<file path="config.mk">
export PLATFORM = sky130hd
export DESIGN_NAME = rlsar_mul
export DESIGN_NICKNAME = d
export VERILOG_FILES = /design/src/design/rlsar_pkg.sv /design/src/design/rlsar_mul.sv
export SDC_FILE = /design/constraint.sdc
export NUM_CORES = 2
export LEC_CHECK = 0
export ABC_AREA = 0
export BUFFER_PORTS_ARGS = -buffer_cell sky130_fd_sc_hd__buf_2
export CAP_MARGIN = 20
export CORE_MARGIN = 1
export CORE_UTILIZATION = 65
export CTS_CLUSTER_DIAMETER = 60
export DETAILED_ROUTE_END_ITERATION = 10
export GPL_ROUTABILITY_DRIVEN = 0
export GPL_TIMING_DRIVEN = 0
export PLACE_DENSITY = 0.83
export SLEW_MARGIN = 20
export SYNTH_ARGS = -nofsm -noshare
export SYNTH_HDL_FRONTEND = slang
export SYNTH_SLANG_ARGS = --single-unit
</file>
<file path="constraint.sdc">
create_clock -name clk -period 12.2 [get_ports clk]
set_clock_uncertainty 0.1 [all_clocks]
set_input_delay 0.61 -clock clk [delete_from_list [all_inputs] [get_ports clk]]
set_output_delay 0.61 -clock clk [all_outputs]
set_load 0.02 [all_outputs]
</file>
<file path="src/design/rlsar_pkg.sv">
// Shared constants, types and saturation helpers of the RLS AR predictor.
`default_nettype none

package rlsar_pkg;

	localparam int AR_ORDER    = 4;
	localparam int NCOEF       = AR_ORDER + 1;
	localparam int NCOV        = NCOEF * NCOEF;
	localparam int MAX_HORIZON = 16;
	localparam int QW          = 48;
	localparam int AW          = QW + 4;
	localparam int IW          = $clog2(NCOEF);
	localparam int CW          = $clog2(NCOV);
	localparam int FW          = $clog2(AR_ORDER);

	localparam logic signed [QW-1:0] LIM48    = 48'sh7FFF_FFFF_FFFF;
	localparam logic signed [QW-1:0] ONE_Q    = 48'sd65536;
	localparam logic signed [QW-1:0] PI_Q     = 48'sd205887;
	localparam logic signed [QW-1:0] TWO_PI_Q = 48'sd411774;
	localparam logic signed [QW-1:0] COV_INIT = 48'sd6553600;
	localparam logic [16:0]          Q16_ONE  = 17'd65536;

	localparam logic [1:0] STAT_WARM = 2'd0;
	localparam logic [1:0] STAT_JUMP = 2'd1;
	localparam logic [1:0] STAT_PRED = 2'd2;

	localparam logic [2:0] CFG_HORIZON = 3'd0;
	localparam logic [2:0] CFG_FORGET  = 3'd1;
	localparam logic [2:0] CFG_REG     = 3'd2;
	localparam logic [2:0] CFG_SCALE   = 3'd3;
	localparam logic [2:0] CFG_ANGLE   = 3'd4;
	localparam logic [2:0] CFG_ALPHA   = 3'd5;
	localparam logic [2:0] CFG_JUMP    = 3'd6;

	typedef enum logic [7:0] {
		ST_IDLE   = 8'b0000_0001,
		ST_ISSUE  = 8'b0000_0010,
		ST_WAIT   = 8'b0000_0100,
		ST_HIST   = 8'b0000_1000,
		ST_FCINIT = 8'b0001_0000,
		ST_FIN    = 8'b0010_0000,
		ST_EMA    = 8'b0100_0000,
		ST_OUT    = 8'b1000_0000
	} state_t;

	typedef enum logic [10:0] {
		PH_WRAP = 11'b000_0000_0001,
		PH_ERR  = 11'b000_0000_0010,
		PH_V    = 11'b000_0000_0100,
		PH_DEN  = 11'b000_0000_1000,
		PH_GDIV = 11'b000_0001_0000,
		PH_GMUL = 11'b000_0010_0000,
		PH_W    = 11'b000_0100_0000,
		PH_NMUL = 11'b000_1000_0000,
		PH_NDIV = 11'b001_0000_0000,
		PH_SYM  = 11'b010_0000_0000,
		PH_FC   = 11'b100_0000_0000
	} phase_t;

	function automatic logic signed [QW-1:0] sat48(input logic signed [63:0] v);
		logic signed [63:0] lim;
		lim = 64'(LIM48);
		if (v > lim) begin
			return LIM48;
		end else if (v < -lim) begin
			return -LIM48;
		end
		return QW'(v);
	endfunction

	function automatic logic signed [31:0] sat32(input logic signed [63:0] v);
		if (v > 64'sd2147483647) begin
			return 32'sh7FFF_FFFF;
		end else if (v < -64'sd2147483648) begin
			return 32'sh8000_0000;
		end
		return 32'(v);
	endfunction

	function automatic logic [QW-1:0] mag48(input logic signed [QW-1:0] v);
		return v[QW-1] ? QW'(-v) : QW'(v);
	endfunction

endpackage

`default_nettype wire

</file>
<file path="src/design/rlsar_mul.sv">
// Shared Q32.16 multiplier: 48 by 16 bits per cycle, truncates toward zero, saturates.
`default_nettype none

module rlsar_mul import rlsar_pkg::*; (
	input  wire logic                 clk,
	input  wire logic                 arst_n,
	input  wire logic                 start,
	input  wire logic signed [QW-1:0] a,
	input  wire logic signed [QW-1:0] b,
	output logic                      done,
	output logic signed [QW-1:0]      y
);

	logic          busy_q, done_q, neg_q;
	logic [1:0]    cnt_q;
	logic [QW-1:0] ma_q, mb_q;
	logic [95:0]   p_q, p_n;
	logic [79:0]   q_n;
	logic signed [QW-1:0] m_n, y_q;

	always_comb begin
		p_n = {p_q[79:0], 16'b0} + 96'(ma_q) * 96'(mb_q[47:32]);
		q_n = p_n[95:16];
		m_n = (|q_n[79:47]) ? LIM48 : $signed({1'b0, q_n[46:0]});
	end

	always_ff @(posedge clk or negedge arst_n) begin
		if (!arst_n) begin
			busy_q <= 1'b0;
			done_q <= 1'b0;
			neg_q  <= 1'b0;
			cnt_q  <= '0;
			ma_q   <= '0;
			mb_q   <= '0;
			p_q    <= '0;
			y_q    <= '0;
		end else begin
			done_q <= 1'b0;
			if (start) begin
				ma_q   <= mag48(a);
				mb_q   <= mag48(b);
				neg_q  <= a[QW-1] ^ b[QW-1];
				p_q    <= '0;
				cnt_q  <= '0;
				busy_q <= 1'b1;
			end else if (busy_q) begin
				p_q   <= p_n;
				mb_q  <= {mb_q[31:0], 16'b0};
				cnt_q <= cnt_q + 2'd1;
				if (cnt_q == 2'd2) begin
					busy_q <= 1'b0;
					done_q <= 1'b1;
					y_q    <= neg_q ? -m_n : m_n;
				end
			end
		end
	end

	assign done = done_q;
	assign y    = y_q;

endmodule

`default_nettype wire

</file>
Yosys cells after proc, flatten, opt, wreduce, memory -nomap -nowiden:

Cells that the tools add are included.
Widths: inputs -> output; s select.

* flip-flop bits (word level): 229
* output and inout port bits: 49
* logic and storage cells: 36

* bitwise logic cells: 2
* eq/ne operators: 1
* multiplexer cells: 16
* reductions and logical operators: 3
* multiply operators: 1
* add/subtract/negate cells: 5

Operators with widths (number)
* $mux 48: 5
* $mux 80: 2
* $add 96x64->96: 1
* $neg 48->48: 2
* $mul 48x16->64: 1
* $neg 47->48: 1
* $mux 47: 1
* $reduce_or 33->1: 1
* $mux 1: 6
* $mux 2: 2
* $reduce_and 3->1: 1
* $add 2x1->2 const B: 1
* $eq 2x2->1 const B: 1
* $reduce_bool 2->1: 1
* $not 1->1: 1
* $xor 1x1->1: 1

Depth between registers and ports, before layout:

* word-level depth: 6
* mapped depth: 41

Worst setup path before layout:

No wires, ideal clock.

* kind: register to register
* start: register mb_q[33]
* end: register y_q[46], in the netlist y[46]
* period minus slack after synthesis: 10.473 ns
* setup slack: 1.727 ns
* setup time: 0.123 ns
* arrival: 10.251 ns
* stages on the path, launching flop included: 41
* cells stage by stage: dfrtp_1 -> clkbuf_1 -> clkbuf_1 -> nand2_1 -> fa_1 -> inv_1 -> fa_1 -> inv_1 -> fa_1 -> inv_1 -> fa_1 -> fa_1 -> inv_1 -> fa_1 -> inv_1 -> ha_1 -> clkbuf_1 -> nand4_1 -> [5 not listed] -> o21a_1 -> or4_1 -> xor2_1 -> nor4b_1 -> nand3_1 -> buf_2 -> nor2_1 -> ha_1 -> o21ai_0 -> a2111oi_2 -> or4bb_1 -> nor3_1 -> and4_1 -> buf_2 -> nor2b_1 -> nand4b_1 -> a211o_1 -> o221a_2

* cells in the longest elaborated chain, start to end: 6

Ends and longest elaborated chain
* start: declaration: RTL line rlsar_mul.sv:16 `logic [QW-1:0] ma_q, mb_q;`
* start signal: assignment: RTL line rlsar_mul.sv:41 `mb_q <= mag48(b);`
* start signal: assignment: RTL line rlsar_mul.sv:48 `mb_q <= {mb_q[31:0], 16'b0};`
* $mul 48x16->64 *: RTL line rlsar_mul.sv:22 `p_n = {p_q[79:0], 16'b0} + 96'(ma_q) * 96'(mb_q[47:32]);`
* $add 96x64->96 *: RTL line rlsar_mul.sv:22
* $reduce_or 33->1: RTL line rlsar_mul.sv:24 `m_n = (|q_n[79:47]) ? LIM48 : $signed({1'b0, q_n[46:0]});`
* $mux 47 *: RTL line rlsar_mul.sv:24
* $neg 47->48: RTL line rlsar_mul.sv:53 `y_q <= neg_q ? -m_n : m_n;`
* $mux 48 *: RTL line rlsar_mul.sv:53
* end signal: assignment: RTL line rlsar_mul.sv:53
* end: declaration: RTL line rlsar_mul.sv:19 `logic signed [QW-1:0] m_n, y_q;`

Every way passes the cells marked *; elsewhere a longest branch is shown, timed or not.
A chain may end at the register's enable or synchronous reset.

Final worst setup path:

* start: register mb_q[36]
* end: register y_q[42], in the netlist y[42]

The elaborated chain is that of the path after synthesis.

==> results.py <==
metrics = {
    "synth": {
        "syn_inst": 5065,
        "yosysTopAreaCell": "fa_1",
        "ys_seq_area_frac": 0.139,
        "ys_ff_latch": 229,
        "synth_top_cell_area_share": 0.334,
        "ys.flop_type": "dfrtp_1",
        "async_reset_ff_frac": 1.00,
        "synthTopCellsByArea": "fa_1 33%, dfrtp_1 14%, inv_1 8.6%",
        "syn_avg_cell_area_um2": 8.16,
        "syn-cell-area_mm2": 0.0413,
        "yosysWarnings": 0,
        "synth-edff-count": 0,
        "syn-num-nets": 6010,
        "ys_types": 92,
    },
    "drt": {
        "drtAntennaViolNets": 0,
        "wl_um": 144000,
        "dr_total_vias": 38300,
        "viasPerCell": 6.29,
        "drcViolationCount": 10,
        "drt_iter0_drc": 5505,
        "wire_per_inst_um": 23.7,
        "firstDrtPassIters": 11,
    },
    "status": {
        "violations": "DRC",
        "outcome": "finished with violations",
    },
    "finish": {
        "final_nets": 6162,
        "final_cell_mix": "949 x inv_1, 809 x nand2_1, 690 x fa_1",
        "drive_gt1_frac": 0.0837,
        "layout_commonest_cell": "inv_1",
        "fin_area_mm2": 0.0448,
        "syn_to_final_growth_pct": 8.33,
        "fin_cells": 6094,
    },
    "sta": {
        "slew_viol_final": 0,
        "fin_crit_ps": 12090,
        "tightest_slew_ps": 1260,
        "hold_viol": 0,
        "max_freq_mhz": 82.7,
        "setup_slack_ps": 109,
        "period_share": 0.991,
        "relSlewSlack": 0.161,
        "setup_viol_count_final": 0,
    },
    "grt": {
        "grt_pass1_vias": 38500,
        "top_usage_layer": "met2",
        "grt_pass1_wl_um": 220000,
        "globalRouteOverflowTotal": 0,
        "gr-usage-all-layers": 0.458,
        "grt_max_degree": 96,
        "grt_antenna_before_repair": 2,
        "gr-usage-met2": 0.664,
        "use_met3": 0.170,
        "met1_usage": 0.566,
    },
    "worst_setup_path": {
        "slowest_stage": "or4b_2",
        "cp_max_fo": 10,
        "crit_top_cell": "fa_1",
        "required_ps": 12590,
        "arrival_ps": 12480,
        "end_kind": "flop",
        "critPathKind": "reg -> reg",
        "slowest_delay_ps": 690,
        "start_kind": "flop",
        "setup.reg_to_reg.worst_slack_ps": 110,
    },
    "place": {
        "placed_area_mm2": 0.0432,
        "dpl.hpwl_um": 116000,
        "pre_cts_slack_ps": -1470,
        "portBuffers": 146,
        "placed_cells": 6060,
    },
    "die": {
        "initial_core_util": 0.656,
        "design.core.area_mm2": 0.0630,
        "die-area_mm2": 0.0646,
        "die_w_um": 254,
        "die_h_um": 254,
        "ios": 148,
        "fp-row-count": 92,
    },
    "cts": {
        "clkTransAtPathRegs_ps": 60,
        "cts_buffers": 36,
        "insertion_delay_ps": 600,
        "cts_tree": "built",
        "clkSinkCount": 229,
        "htree_num_levels": 2,
        "cts.path.max_buffers": 3,
        "root_buffer": "clkbuf_16",
    },
    "hold_path": {
        "holdCritPathClass": "in -> reg",
    },
    "run": {
        "cap_violations": 0,
    },
}
synthesized netlist by cell type (all sizes together) (5+ instances only):
library cell and number:
o21bai 7, a21oi 227, a21o 20, o211ai 17, nor2b 7, fa 690
dfrtp 229, or2 14, inv 949, or4 25, a21boi 8, a311oi 5
o41ai 14, nand2b 41, a211oi 60, nor3b 5, nand4 64, mux2i 100
a31oi 16, o21a 16, nor4 30, a211o 6, nand4b 5, and4 11
nor2 323, and2 273, or3 33, nand2 809, mux2 8, buf 30
nand3 53, xor2 73, and3 16, o22ai 5, ha 156, clkbuf 272
o21ai 191, xnor2 82, nor3 55, o31ai 49, a2111oi 5
critical path, delay by kind of cell, from the launching register on:
family          cells  cell delay [ps]
xor+xnor            1              210
flops               1              500
simple gates       13             3570
compound gates      8             2410
buf+inv             9             1440
fa+ha+maj           8             3740
per-stage QoR:
| stage | hold slack (ps) | utilization | setup TNS [ps] |
|---|---|---|---|
| 6_report | 198 | 0.711 | 0 |
| 5_1_grt | 208 | 0.711 | -49.7 |
| 2_1_floorplan | 214 | - | 0 |
| 3_5_place_dp | 361 | 0.686 | -19920 |
| 3_3_place_gp | 363 | 0.685 | -16910 |
| 4_1_cts | 195 | 0.708 | 0 |
flip-flops by register name (all words and copies together), names as in the netlist:
signal / count
p_q: 80
ma_q: 48
mb_q: 48
y: 48
cnt_q: 2
busy_q: 1
done: 1
neg_q: 1
per-layer routing:
metal  vias to the layer above  share of wire
li1                      16100              -
met1                     18400           0.34
met2                      3066           0.42
met3                       775           0.15
met4                         2          0.089
met5                         -        0.00010
cell families (layout without fill, tap and decap cells):
family	count (synthesis)	in the layout	synth area share
adder cells (fa/ha/maj)	846	846	0.382
multiplexers	108	108	0.0264
buffers and inverters	1254	1433	0.115
AND/OR/NAND/NOR	1781	1781	0.202
XOR/XNOR	155	155	0.0329
AO/OA/AOI/OAI	692	692	0.103
flip-flops	229	229	0.139
other	0	4	0
worst paths after layout:
check                                     start                  end  depth (start not counted)
setup / recovery           mb_q[36]$_DFFE_PN0P_    y[42]$_DFFE_PN0P_                         39
hold / removal                             b[0]  mb_q[0]$_DFFE_PN0P_                          3
setup reg to reg           mb_q[36]$_DFFE_PN0P_    y[42]$_DFFE_PN0P_                         39
hold reg to reg                y[1]$_DFFE_PN0P_     y[1]$_DFFE_PN0P_                          1
max in group asynchronous                arst_n  ma_q[5]$_DFFE_PN0P_                          3
min in group asynchronous                arst_n    y[41]$_DFFE_PN0P_                          2
what timing repair did:
| action | in CTS | in global routing |
|---|---|---|
| resized for setup | 109 | 142 |
| pin swaps | 0 | 4 |
| setup buffers | 1 | 3 |
| endpoints found under the hold margin | 58 | 0 |
| hold buffers | 1 | 0 |
| setup endpoints to repair | 19 | 17 |
layout make-up:
cell class                      count  area, µm²
Fill cell                        4861      18200
Multi-Input combinational cell   3582      31100
Sequential cell                   229       5740
Antenna cell                        4       10.0
Inverter                          952       3570
Clock buffer                       43        967
Tap cell                          846       1060
Clock inverter                     22        221
Timing Repair Buffer              156        870
Buffer                            260       1200
Power is left out: the tool's default activity adds up to more than one toggle a clock period on the data nets, which glitch-free logic cannot reach.
