**config.mk**
```make
export PLATFORM = sky130hd
export DESIGN_NAME = rlsar_div
export DESIGN_NICKNAME = d
export VERILOG_FILES = /design/src/design/rlsar_pkg.sv /design/src/design/rlsar_div.sv
export SDC_FILE = /design/constraint.sdc
export NUM_CORES = 1
export LEC_CHECK = 0
export BUFFER_PORTS_ARGS = -buffer_cell sky130_fd_sc_hd__buf_4
export CAP_MARGIN = 20
export CORE_AREA = 4 4 161 163
export CTS_CLUSTER_SIZE = 24
export DETAILED_ROUTE_END_ITERATION = 8
export DIE_AREA = 0 0 165 167
export PLACE_DENSITY = 0.78
export SYNTH_ARGS = -nofsm -noshare
export SYNTH_HDL_FRONTEND = slang
export SYNTH_SLANG_ARGS = --single-unit
```
**constraint.sdc**
```tcl
create_clock -name clk -period 6.55 [get_ports clk]
set_input_delay 0.655 -clock clk [delete_from_list [all_inputs] [get_ports clk]]
set_output_delay 0.655 -clock clk [all_outputs]
set_load 0.005 [all_outputs]
```
**src/design/rlsar_pkg.sv**
```systemverilog
// Shared constants, types and saturation helpers of the RLS AR predictor.
`default_nettype none

package rlsar_pkg;

	localparam int AR_ORDER    = 4;
	localparam int NCOEF       = AR_ORDER + 1;
	localparam int NCOV        = NCOEF * NCOEF;
	localparam int MAX_HORIZON = 16;
	localparam int QW          = 48;
	localparam int AW          = QW + 4;
	localparam int IW          = $clog2(NCOEF);
	localparam int CW          = $clog2(NCOV);
	localparam int FW          = $clog2(AR_ORDER);

	localparam logic signed [QW-1:0] LIM48    = 48'sh7FFF_FFFF_FFFF;
	localparam logic signed [QW-1:0] ONE_Q    = 48'sd65536;
	localparam logic signed [QW-1:0] PI_Q     = 48'sd205887;
	localparam logic signed [QW-1:0] TWO_PI_Q = 48'sd411774;
	localparam logic signed [QW-1:0] COV_INIT = 48'sd6553600;
	localparam logic [16:0]          Q16_ONE  = 17'd65536;

	localparam logic [1:0] STAT_WARM = 2'd0;
	localparam logic [1:0] STAT_JUMP = 2'd1;
	localparam logic [1:0] STAT_PRED = 2'd2;

	localparam logic [2:0] CFG_HORIZON = 3'd0;
	localparam logic [2:0] CFG_FORGET  = 3'd1;
	localparam logic [2:0] CFG_REG     = 3'd2;
	localparam logic [2:0] CFG_SCALE   = 3'd3;
	localparam logic [2:0] CFG_ANGLE   = 3'd4;
	localparam logic [2:0] CFG_ALPHA   = 3'd5;
	localparam logic [2:0] CFG_JUMP    = 3'd6;

	typedef enum logic [7:0] {
		ST_IDLE   = 8'b0000_0001,
		ST_ISSUE  = 8'b0000_0010,
		ST_WAIT   = 8'b0000_0100,
		ST_HIST   = 8'b0000_1000,
		ST_FCINIT = 8'b0001_0000,
		ST_FIN    = 8'b0010_0000,
		ST_EMA    = 8'b0100_0000,
		ST_OUT    = 8'b1000_0000
	} state_t;

	typedef enum logic [10:0] {
		PH_WRAP = 11'b000_0000_0001,
		PH_ERR  = 11'b000_0000_0010,
		PH_V    = 11'b000_0000_0100,
		PH_DEN  = 11'b000_0000_1000,
		PH_GDIV = 11'b000_0001_0000,
		PH_GMUL = 11'b000_0010_0000,
		PH_W    = 11'b000_0100_0000,
		PH_NMUL = 11'b000_1000_0000,
		PH_NDIV = 11'b001_0000_0000,
		PH_SYM  = 11'b010_0000_0000,
		PH_FC   = 11'b100_0000_0000
	} phase_t;

	function automatic logic signed [QW-1:0] sat48(input logic signed [63:0] v);
		logic signed [63:0] lim;
		lim = 64'(LIM48);
		if (v > lim) begin
			return LIM48;
		end else if (v < -lim) begin
			return -LIM48;
		end
		return QW'(v);
	endfunction

	function automatic logic signed [31:0] sat32(input logic signed [63:0] v);
		if (v > 64'sd2147483647) begin
			return 32'sh7FFF_FFFF;
		end else if (v < -64'sd2147483648) begin
			return 32'sh8000_0000;
		end
		return 32'(v);
	endfunction

	function automatic logic [QW-1:0] mag48(input logic signed [QW-1:0] v);
		return v[QW-1] ? QW'(-v) : QW'(v);
	endfunction

endpackage

`default_nettype wire

```
**src/design/rlsar_div.sv**
```systemverilog
// Shared restoring divider: one quotient bit per cycle over a 64-bit numerator.
`default_nettype none

module rlsar_div import rlsar_pkg::*; (
	input  wire logic          clk,
	input  wire logic          arst_n,
	input  wire logic          start,
	input  wire logic [63:0]   num,
	input  wire logic [QW-1:0] den,
	output logic               done,
	output logic [63:0]        quo,
	output logic [QW-1:0]      rem
);

	logic          busy_q, done_q, ge;
	logic [5:0]    cnt_q;
	logic [63:0]   n_q, q_q;
	logic [QW-1:0] r_q, d_q, r_n;
	logic [QW:0]   t;

	always_comb begin
		t   = {r_q, n_q[63]};
		ge  = (t >= {1'b0, d_q});
		r_n = ge ? QW'(t - {1'b0, d_q}) : t[QW-1:0];
	end

	always_ff @(posedge clk or negedge arst_n) begin
		if (!arst_n) begin
			busy_q <= 1'b0;
			done_q <= 1'b0;
			cnt_q  <= '0;
			n_q    <= '0;
			q_q    <= '0;
			r_q    <= '0;
			d_q    <= '0;
		end else begin
			done_q <= 1'b0;
			if (start) begin
				n_q    <= num;
				d_q    <= den;
				r_q    <= '0;
				q_q    <= '0;
				cnt_q  <= '0;
				busy_q <= 1'b1;
			end else if (busy_q) begin
				r_q   <= r_n;
				q_q   <= {q_q[62:0], ge};
				n_q   <= {n_q[62:0], 1'b0};
				cnt_q <= cnt_q + 6'd1;
				if (cnt_q == 6'd63) begin
					busy_q <= 1'b0;
					done_q <= 1'b1;
				end
			end
		end
	end

	assign done = done_q;
	assign quo  = q_q;
	assign rem  = r_q;

endmodule

`default_nettype wire

```
==> Word-level counts from Yosys, hierarchy flattened <==
Cells that the tools add are included.
{ "op_classes": {"n_addsub": 2, "n_lt_le_gt_ge": 1, "eq_ne": 1, "mux": 15, "reduce_logical": 1} }
{ "ops": {"columns": ["cell", "n"], "rows": [
  ["$mux 64", 4],
  ["$mux 48", 3],
  ["$ge 49x48->1", 1],
  ["$sub 48x48->48", 1],
  ["$mux 6", 2],
  ["$add 6x1->6 const B", 1],
  ["$eq 6x6->1 const B", 1],
  ["$mux 1", 6],
  ["$reduce_bool 2->1", 1]
]} }
{ "word_totals": {"ff_bits": 232, "input_bits": 115, "out_inout_bits": 113, "word_cells": 27} }

==> Logic depth before layout (Yosys ltp) <==
Gate-level depths: netlist (run 1).
{ "logic_depth": {"word_depth": 4, "mapped_depth": 13, "ltp_nobuf": 11} }

==> Worst setup path before layout (run 1) <==
OpenSTA, ideal clock, no wires.
{ "synth_timing": {"path_type": "reg2reg", "from": "register r_q[37] (netlist: rem[37])", "to": "register r_q[43] (netlist: rem[43])", "t_arrival_ns": 2.844, "required_ns": 6.424, "setup_slack_ns": 3.581, "stages_incl_launch_ff": 12, "path_buffers": 3, "cell_sequence": "dfrtp_1 > ha_1 > buf_6 > a2111oi_4 > o221ai_2 > a221oi_4 > o31ai_2 > o31ai_4 > nand2_2 > buf_2 > buf_2 > o311a_1"} }
{ "synth_between": {"elab_chain_cells": 4, "elab_cells_between_ends": 5, "classes_between": "add/sub (1); order compare (1); mux (3)"} }
{ "synth_rtl": {"columns": ["element", "line_no", "source"], "rows": [
  ["from (decl)", "rlsar_div.sv:18", "logic [QW-1:0] r_q, d_q, r_n;"],
  ["from (signal assigned)", "rlsar_div.sv:46", "r_q <= r_n;"],
  ["$sub 48x48->48 / $ge 49x48->1 (equally long branches)", "rlsar_div.sv:24, rlsar_div.sv:23", null],
  ["$mux 48 *", "rlsar_div.sv:24", "r_n = ge ? QW'(t - {1'b0, d_q}) : t[QW-1:0];"],
  ["$mux 48 *", "rlsar_div.sv:45", "end else if (busy_q) begin"],
  ["$mux 48 *", "rlsar_div.sv:38", "if (start) begin"]
]} }
Mark *: on every way between the ends. The rest lies on a longest branch, timed or not. The select of a mux whose other input is x is not followed.
A chain may end at the register's enable or synchronous reset.

==> Worst setup path in the final report (run 1) <==
{ "layout_timing": {"from": "register r_q[37] (netlist: rem[37])", "to": "register r_q[32] (netlist: rem[32])"} }
{ "layout_between": {"elab_chain_cells": 4} }
{ "layout_rtl": {"columns": ["element", "line_no", "source"], "rows": [
  ["$ge 49x48->1", "rlsar_div.sv:23", "ge = (t >= {1'b0, d_q});"],
  ["$mux 48", "rlsar_div.sv:24", null],
  ["$mux 48", "rlsar_div.sv:45", null],
  ["$mux 48", "rlsar_div.sv:38", null]
]} }
No other way between the ends. The select of a mux whose other input is x is not followed.

==> impl_metrics.tcl, run 1 <==
set metrics [dict create \
    max_stage_delay_ps 600 \
    dp_hpwl_um 23800 \
    syn_area_um2 13300 \
    timing.setup.tns_ps 0 \
    synth_compound_area_share_pct 18.8 \
    htreeDepth 1 \
    clkTransAtPathRegs_ps 60 \
    clock_latency_ps 550 \
    dr.pass1.iters 8 \
    dp.cells 1913 \
    antenna_found_initial 1 \
    p_sw_share_pct 39.6 \
    critical_path_class "reg -> reg" \
    synth_xor_xnor_area_share_pct 1.65 \
    cts_made_buffers 25 \
    period_share_pct 56.6 \
    synth-adder-area-share_pct 4.76 \
    hold_viol 0 \
    die_h_um 167 \
    synth_area_leader_cell "dfrtp_1" \
    rows 57 \
    via_count 11400 \
    coreArea_um2 24300 \
    power.share.sequential_pct 32.6 \
    maxSlewViolCount 0 \
    synth-main-ff-cell "dfrtp_1" \
    portBuffers 227 \
    clk_root_buffer_cell "clkbuf_16" \
    p_clk_share_pct 23.8 \
    fp.dieW_um 165 \
    place.gp.congestion 0.921 \
    async_reset_ff_share_pct 100 \
    ant_nets 0 \
    fin_cells 1957 \
    post-route-min-period_ps 3710 \
    post-route-drc-count 0 \
    end_kind "register" \
    synth-simple-area-share_pct 15.7 \
    grt.overflow.total 0 \
    path_buf_inv 0 \
    ios 228 \
    cp_cell_sequence "ha_1 > a2111oi_4 > o221ai_2 > a221oi_4 > o31ai_2 > o31ai_4 > nand2_2 > and3_1 > o31a_1" \
    grt_max_degree 175 \
    leakage_uw 0.00839 \
    drive_gt1_share_pct 18.6 \
    grt_pass1_vias 11200 \
    clock.fmax_mhz 270 \
    ys_types 79 \
    die_area_um2 27600 \
    critPathLaunchType "register" \
    critPathMaxFanout 41 \
    seq_area_frac_synth_pct 43.7 \
    finClkSkew_ps 19.5 \
    whs_ps 171 \
    syn_to_final_growth_pct 18.7 \
    drt_iter0_markers 717 \
    peakVddDrop_mv 0.208 \
    power_switching_uw 2150 \
    wl_um 34500 \
    cap_violations 0 \
    layout_common_cells "232 x buf_4, 231 x dfrtp_1, 216 x nand2_1, 147 x o21ai_0, 141 x nor2_1" \
    nets 1782 \
    cts_resized 0 \
    synth.area.mux_share_pct 10.1 \
    grt_setup_unrepaired "no" \
    crit_required_ps 6980 \
    routed_via_density 5.82 \
    hp-class "in -> async" \
    wl_per_cell_um 17.6 \
    cts_tree "done" \
    synth_edf_count 0 \
    p_per_area_nw_per_um2 345 \
    track_usage_pct 24.3 \
    synth_top_family_by_area "compound AO/OA/AOI/OAI gates" \
    syn_inst 1454 \
    arrival_ps 4140 \
    comb_power_share_pct 43.6 \
    slew_headroom_pct 30.9 \
    final_util_pct 64.9 \
    worst_slew_pin_slew_ps 1040 \
    intPower_uw 3290 \
    syn_area_per_cell_um2 9.14 \
    final_common_cell "buf_4" \
    start_util_pct 54.7 \
    yosysWarnings 0 \
    yosysTopAreaCellShare_pct 43.7 \
    critPathSlowestCell "nand2_2" \
    finalSetupViolCount 0 \
    clock_path_buffers 3 \
    ys_ff_latch 232 \
    post-cts-setup-buffers 0 \
    grt_pass1_wl_um 56000 \
    synth_nets 1619 \
    run_status "complete, no violations" \
    hold_buffers 0 \
    synth_area_leaders "dfrtp_1 44%, mux2i_1 9.9%, nand2_1 6.1%, o21ai_0 5.5%, ha_1 4.6%" \
    cts.sinks 232 \
    critical-path-top-delay-family "compound AO/OA/AOI/OAI gates" \
]
[logic make-up after synthesis]
group                    count (synthesis)
AO/OA/AOI/OAI                          371
XOR/XNOR                                25
adder cells (fa/ha/maj)                 50
buffers and inverters                  167
flip-flops                             232
multiplexers                           134
AND/OR/NAND/NOR                        475
[per-stage QoR]
| stage | total power (uW) | worst slack, ps | area [um^2] |
|---|---|---|---|
| floorplan | 3490 | 3580 | 13300 |
| global placement | 4100 | 2930 | 15000 |
| detailed placement | 4140 | 2840 | 15000 |
| CTS | 5460 | 2830 | 15800 |
| global route | 5800 | 2590 | 15800 |
| finish | 5450 | 2840 | 15800 |
[synth_stat cells (all sizes together) (3+ instances only)]
| library cell | n |
|---|---|
| dfrtp | 232 |
| o21bai | 6 |
| o31a | 5 |
| a2111oi | 7 |
| a21o | 18 |
| inv | 68 |
| nor4 | 4 |
| buf | 30 |
| o21ai | 149 |
| o31ai | 9 |
| o211ai | 9 |
| xnor2 | 13 |
| a311oi | 41 |
| o21a | 9 |
| mux2i | 132 |
| a21boi | 4 |
| clkbuf | 69 |
| or3 | 9 |
| nand3 | 23 |
| a21oi | 68 |
| nand2 | 217 |
| or2 | 3 |
| a211o | 5 |
| xor2 | 12 |
| nand4 | 23 |
| nor2b | 4 |
| and2 | 6 |
| or4 | 5 |
| a221oi | 7 |
| and3 | 7 |
| o2bb2ai | 3 |
| nor2 | 142 |
| nand2b | 8 |
| nor3 | 14 |
| a211oi | 5 |
| a31oi | 7 |
| o221ai | 3 |
| ha | 49 |
[path summary, 6_finish.rpt]
| kind | depth (start not counted) | startpoint | to | slack, ps |
|---|---|---|---|---|
| max | 9 | rem[37] | rem[32] | 2840 |
| min | 1 | arst_n | rem[33] | 170 |
| max reg2reg | 9 | rem[37] | rem[32] | 2840 |
| min reg2reg | 1 | d_q[0] | d_q[0] | 520 |
| max in group asynchronous | 2 | arst_n | n_q[26] | 4760 |
| min in group clk | 3 | den[10] | d_q[10] | 320 |
[routing by layer]
metal | routed length, um | vias to the layer above | track usage, % | part of all wire (%)
met1 | 14300 | 5500 | 32.0 | 42
li1 | - | 5464 | - | -
met5 | 20 | - | 0 | 0.058
met3 | 2660 | 66 | 5.81 | 7.7
met2 | 16500 | 358 | 39.9 | 48
met4 | 918 | 2 | 7.31 | 2.7
[state kept, by name (all words and copies together) (netlist names)]
name,flops
n_q,64
quo,64
d_q,48
rem,48
cnt_q,6
busy_q,1
done,1
[area by class of cell]
class | count | area (um^2)
fill | 2039 | 8540
multi-input combinational | 1055 | 6780
sequential | 232 | 5810
timing repair buffer | 235 | 1790
clock buffer | 36 | 677
tap | 324 | 405
inverter | 68 | 255
clock inverter | 6 | 51.3
antenna | 1 | 2.50
[power by group through the flow]
stage	Combinational [uW]	Sequential [uW]	Clock, uW
finish	2370	1780	1300
global route	2620	1800	1380
CTS	2360	1770	1330
detailed placement	2340	1800	0
global placement	2310	1790	0
floorplan	1730	1760	0
Power figures use the tool's default switching activity.
==> inputs of run 2 (changes only) <==
Settings changed: CORE_AREA 4 4 161 163 to 4 4 165 167, DIE_AREA 0 0 165 167 to 0 0 169 171, PLACE_DENSITY 0.78 to 0.77.
Clock period 6.55 ns to 3.37 ns, I/O delays scaled along.
==> impl_metrics.tcl, run 2 (synthesis results as in run 1) <==
set metrics [dict create \
    reg2reg_depth 9 \
    dr.pass1.iters 4 \
    final_common_cell "buf_4" \
    p_sw_share_pct 38.7 \
    finalSetupViolCount 0 \
    hold_start "den[12]" \
    cts.sinks 232 \
    diodes 0 \
    multi_input_area_um2 6880 \
    critPathLaunchType "register" \
    routed_via_density 5.69 \
    wl_per_cell_um 17.8 \
    cap_violations 0 \
    p_per_area_nw_per_um2 688 \
    timing.rr.start "rem[14]" \
    arrival_ps 3600 \
    cts_tree "done" \
    post-route-min-period_ps 3200 \
    track_usage_pct 24.3 \
    cts_made_buffers 25 \
    clkTransAtPathRegs_ps 60 \
    start_util_pct 51.6 \
    slew_headroom_pct 46.9 \
    rows 59 \
    clk_root_buffer_cell "clkbuf_16" \
    clock_latency_ps 520 \
    critPathMaxFanout 8 \
    nFillCells 2202 \
    wl_um 35700 \
    p_total_uw 11200 \
    grt_pass1_wl_um 58600 \
    portBuffers 227 \
    leakage_uw 0.00865 \
    end_kind "register" \
    grt.overflow.total 0 \
    met2_length_um 16800 \
    maxSlewViolCount 0 \
    syn_to_final_growth_pct 22.7 \
    die_area_um2 28900 \
    nets 1825 \
    postPlaceCellArea_um2 15400 \
    post-route-drc-count 0 \
    met3_length_um 2880 \
    final_util_pct 63.3 \
    critical_path_class "reg -> reg" \
    layout_common_cells "269 x buf_4, 231 x dfrtp_1, 215 x nand2_1, 146 x o21ai_0, 140 x nor2_1" \
    hold_depth 3 \
    r2r_end "rem[44]" \
    hp-class "in -> reg" \
    fp.dieW_um 169 \
    ant_nets 0 \
    clock.fmax_mhz 312 \
    finClkSkew_ps 11.0 \
    p_clk_share_pct 23.6 \
    grt_setup_unrepaired "yes" \
    power.share.sequential_pct 30.8 \
    die_h_um 171 \
    run_status "complete, no violations" \
    grt_max_degree 119 \
    seqCellArea_um2 5810 \
    drt_iter0_markers 691 \
    hold_end "d_q[12]" \
    timing.setup.tns_ps 0 \
    peakVddDrop_mv 0.427 \
    hold_viol 0 \
    design_area_um2 16300 \
    ios 228 \
    via_count 11400 \
    period_share_pct 95.0 \
    wl_met1_um 15200 \
    crit_required_ps 3770 \
    r2r_slack_ps 170 \
    coreArea_um2 25800 \
    comb_power_share_pct 45.6 \
    dp_hpwl_um 25800 \
    antenna_found_initial 0 \
    grt_pass1_vias 11500 \
    highest_layer "met4" \
    power_switching_uw 4340 \
    intPower_uw 6880 \
    worst_slew_pin_slew_ps 797 \
    drive_gt1_share_pct 22.0 \
    place.gp.congestion 0.907 \
    htreeDepth 1 \
    clock_path_buffers 3 \
]
run 2: cell types whose count changed in the layout (fill, tap and decap cells not counted), moves of 2 or more:
cell       change
buf_4         +37
ha_1           -8
ha_2           +8
clkbuf_1       -6
clkbuf_8       +5
buf_12         +4
clkinv_2       +3
a2111oi_0      -2
a2111oi_1      +2
a21oi_1        -2
run 2: how the worst max path moves through the flow:
| stage | startpoint | end | slack [ps] |
|---|---|---|---|
| after floorplan | rem[37] | rem[43] | 400 |
| after global placement | n_q[63] | rem[44] | 40 |
| after detailed placement | n_q[63] | rem[44] | -20 |
| after CTS | n_q[63] | rem[44] | 10 |
| after global routing | rem[25] | rem[44] | -30 |
| final | rem[14] | rem[44] | 170 |
run 2: worst max-delay path, cell delays in order, from the launching register on:
cell,delay [ps]
dfrtp_1,410
ha_1,440
nand2_1,170
nor3_1,410
nand4_1,160
a21oi_2,250
o31a_4,260
nor2_8,90
or4_1,560
a311oi_1,310
run 2: area by class of cell:
type / instances / share of cell area [%]
clock buffer: 35 / 4.43
tap: 335 / 2.57
inverter: 68 / 1.56
clock inverter: 8 / 0.414
sequential: 232 / 35.6
timing repair buffer: 277 / 13.2
multi-input combinational: 1056 / 42.2
run 2: metal layers:
metal | GRT usage [%] | vias to the layer above
li1 | - | 5546
met1 | 32.0 | 5490
met2 | 40.4 | 348
met3 | 6.17 | 65
met4 | 6.41 | 0
met5 | 0 | -
run 2: what timing repair did:
action | CTS | global route
setup endpoints to repair | 1 | 35
resized for setup | 1 | 21
cloned | 0 | 1
buffers inserted | 0 | 3
hold endpoints to repair | 95 | 0
pin swaps | 0 | 5
hold buffers | 1 | 0
run 2: power by group through the flow:
stage	logic [uW]	clock network, uW	registers (uW)
after floorplan	3360	0	3430
after global placement	4870	0	3480
after detailed placement	4920	0	3500
after CTS	4950	2710	3450
after global routing	5660	2840	3500
final	5120	2650	3450
run 2: stage by stage:
stage	hold slack [ps]	setup WS, ps	instances
2_1_floorplan	41.4	401	1454
3_3_place_gp	416	38.0	1963
3_5_place_dp	422	-21.9	1963
5_1_grt	13.0	-31.2	2011
4_1_cts	4.49	14.1	2007
6_report	21.2	169	2011
==> inputs of run 3 (changes only) <==
Settings changed: CORE_AREA 4 4 165 167 to 4 4 161 163, DIE_AREA 0 0 169 171 to 0 0 165 167, PLACE_DENSITY 0.77 to 0.78.
Clock period 3.37 ns to 3.8 ns, I/O delays scaled along.
==> impl_metrics.tcl, run 3 (synthesis results as in run 1) <==
set metrics [dict create \
    run_status "complete, no violations" \
    wl_met1_um 14300 \
    p_sw_share_pct 37.8 \
    fp.dieW_um 165 \
    period_share_pct 91.4 \
    cts_made_buffers 25 \
    place.gp.congestion 0.958 \
    highest_layer "met5" \
    die_h_um 167 \
    cts_resized 0 \
    r2r_end "rem[8]" \
    htreeDepth 1 \
    critPathLaunchType "register" \
    timing.setup.tns_ps 0 \
    reg2reg_depth 10 \
    multi_input_area_um2 6780 \
    clock_path_buffers 3 \
    wl_um 34300 \
    whs_ps 51.5 \
    hp-class "in -> reg" \
    dr.pass1.iters 5 \
    seqCellArea_um2 5810 \
    clock.fmax_mhz 288 \
    hold_viol 0 \
    worst_slew_pin_slew_ps 1010 \
    cts_tree "done" \
    syn_to_final_growth_pct 20.9 \
    cp_num_cells 10 \
    path_buf_inv 1 \
    grt_setup_unrepaired "no" \
    leakage_uw 0.00854 \
    clk_root_buffer_cell "clkbuf_16" \
    grt_pass1_wl_um 56000 \
    timing.rr.start "rem[15]" \
    max_stage_delay_ps 510 \
    post-route-drc-count 0 \
    hold_depth 3 \
    coreArea_um2 24300 \
    critPathMaxFanout 27 \
    cap_violations 0 \
    critPathSlowestCell "or3b_2" \
    grt_max_degree 124 \
    cts.sinks 232 \
    drive_gt1_share_pct 19.6 \
    peakVddDrop_mv 0.457 \
    intPower_uw 6100 \
    clkTransAtPathRegs_ps 60 \
    critical_path_class "reg -> reg" \
    hold_start "num[59]" \
    die_area_um2 27600 \
    power.share.sequential_pct 31.2 \
    rows 57 \
    hold_end "n_q[59]" \
    ios 228 \
    dp_hpwl_um 24200 \
    r2r_slack_ps 330 \
    critical-path-top-delay-family "simple AND/OR/NAND/NOR gates" \
    slew_headroom_pct 32.4 \
    finalSetupViolCount 0 \
    nFillCells 1985 \
    wl_per_cell_um 17.4 \
    nets 1794 \
    crit_required_ps 4220 \
    p_clk_share_pct 26.5 \
    met3_length_um 2760 \
    clock_latency_ps 530 \
    post-route-min-period_ps 3470 \
    ant_nets 0 \
    via_count 11300 \
    arrival_ps 3890 \
    routed_via_density 5.72 \
    drt_iter0_markers 780 \
    portBuffers 227 \
    comb_power_share_pct 42.3 \
    grt_pass1_vias 11100 \
    grt.overflow.total 0 \
    end_kind "register" \
    p_per_area_nw_per_um2 610 \
    met2_length_um 16300 \
    cp_cell_sequence "ha_1 > nand2_1 > nor3_1 > nand3_1 > o31ai_2 > o31a_4 > nor2_8 > buf_4 > or3b_2 > a311oi_1" \
    finClkSkew_ps 21.7 \
    layout_common_cells "240 x buf_4, 231 x dfrtp_1, 216 x nand2_1, 147 x o21ai_0, 141 x nor2_1" \
    start_util_pct 54.7 \
    final_common_cell "buf_4" \
    track_usage_pct 24.3 \
    maxSlewViolCount 0 \
    power_switching_uw 3710 \
    diodes 0 \
    antenna_found_initial 1 \
]
==> run 3: changes by cell type in the layout (fill, tap and decap cells not counted), moves of 2 or more <==
cell and change:
clkinv_4 +2, ha_1 +8, clkinv_2 -4, a2111oi_0 +2
buf_4 -29, ha_2 -8, bufinv_16 +3, a2111oi_1 -2
a21oi_1 +2
==> run 3: per-stage QoR <==
| step | power [uW] | instances | utilization, % | instance area [um^2] | worst slack [ps] |
|---|---|---|---|---|---|
| floorplan | 6020 | 1454 | - | 13300 | 831 |
| global placement | 7120 | 1925 | 62.4 | 15200 | 467 |
| detailed placement | 7200 | 1925 | 62.4 | 15200 | 383 |
| CTS | 9850 | 1972 | 66.1 | 16100 | 321 |
| global route | 10500 | 1972 | 66.1 | 16100 | 56.8 |
| finish | 9810 | 1972 | 66.1 | 16100 | 326 |
==> run 3: cell type report <==
| class | count | area share, % |
|---|---|---|
| timing repair buffer | 247 | 12.0 |
| multi-input combinational | 1055 | 42.2 |
| tap | 324 | 2.52 |
| inverter | 68 | 1.59 |
| sequential | 232 | 36.2 |
| clock buffer | 36 | 4.52 |
| clock inverter | 10 | 1.02 |
==> run 3: per-layer routing <==
layer,track usage [%],up-vias
li1,-,5500
met3,6.48,71
met4,6.84,2
met2,39.9,354
met5,0,-
met1,31.8,5361
==> run 3: what timing repair did <==
action	4_1_cts	5_1_grt
hold buffers	1	0
setup buffers	0	0
endpoints found under the hold margin	66	0
==> run 3: worst register-to-register path, stage by stage (launching register included) <==
cell      delay [ps]
dfrtp_1          410
ha_1             480
nand2_1          180
nor3_1           460
nand3_1          170
o31ai_2          360
o31a_4           240
nor2_8            40
buf_4            230
or3b_2           510
a311oi_1         290
==> run 3: how the worst max path moves through the flow <==
stage                          to  slack, ps     from
after global placement    rem[44]        470  rem[15]
after CTS                 rem[44]        320  rem[15]
final                      rem[8]        330  rem[15]
after global routing      rem[44]         60  rem[15]
after floorplan           rem[43]        830  rem[37]
after detailed placement  rem[44]        380  rem[15]
==> run 3: power by group through the flow <==
stage / logic (uW) / clock network (uW) / registers (uW)
2_1_floorplan: 2980 / 0 / 3040
3_3_place_gp: 4040 / 0 / 3080
3_5_place_dp: 4100 / 0 / 3100
4_1_cts: 4130 / 2670 / 3060
5_1_grt: 4600 / 2780 / 3100
6_report: 4150 / 2600 / 3060
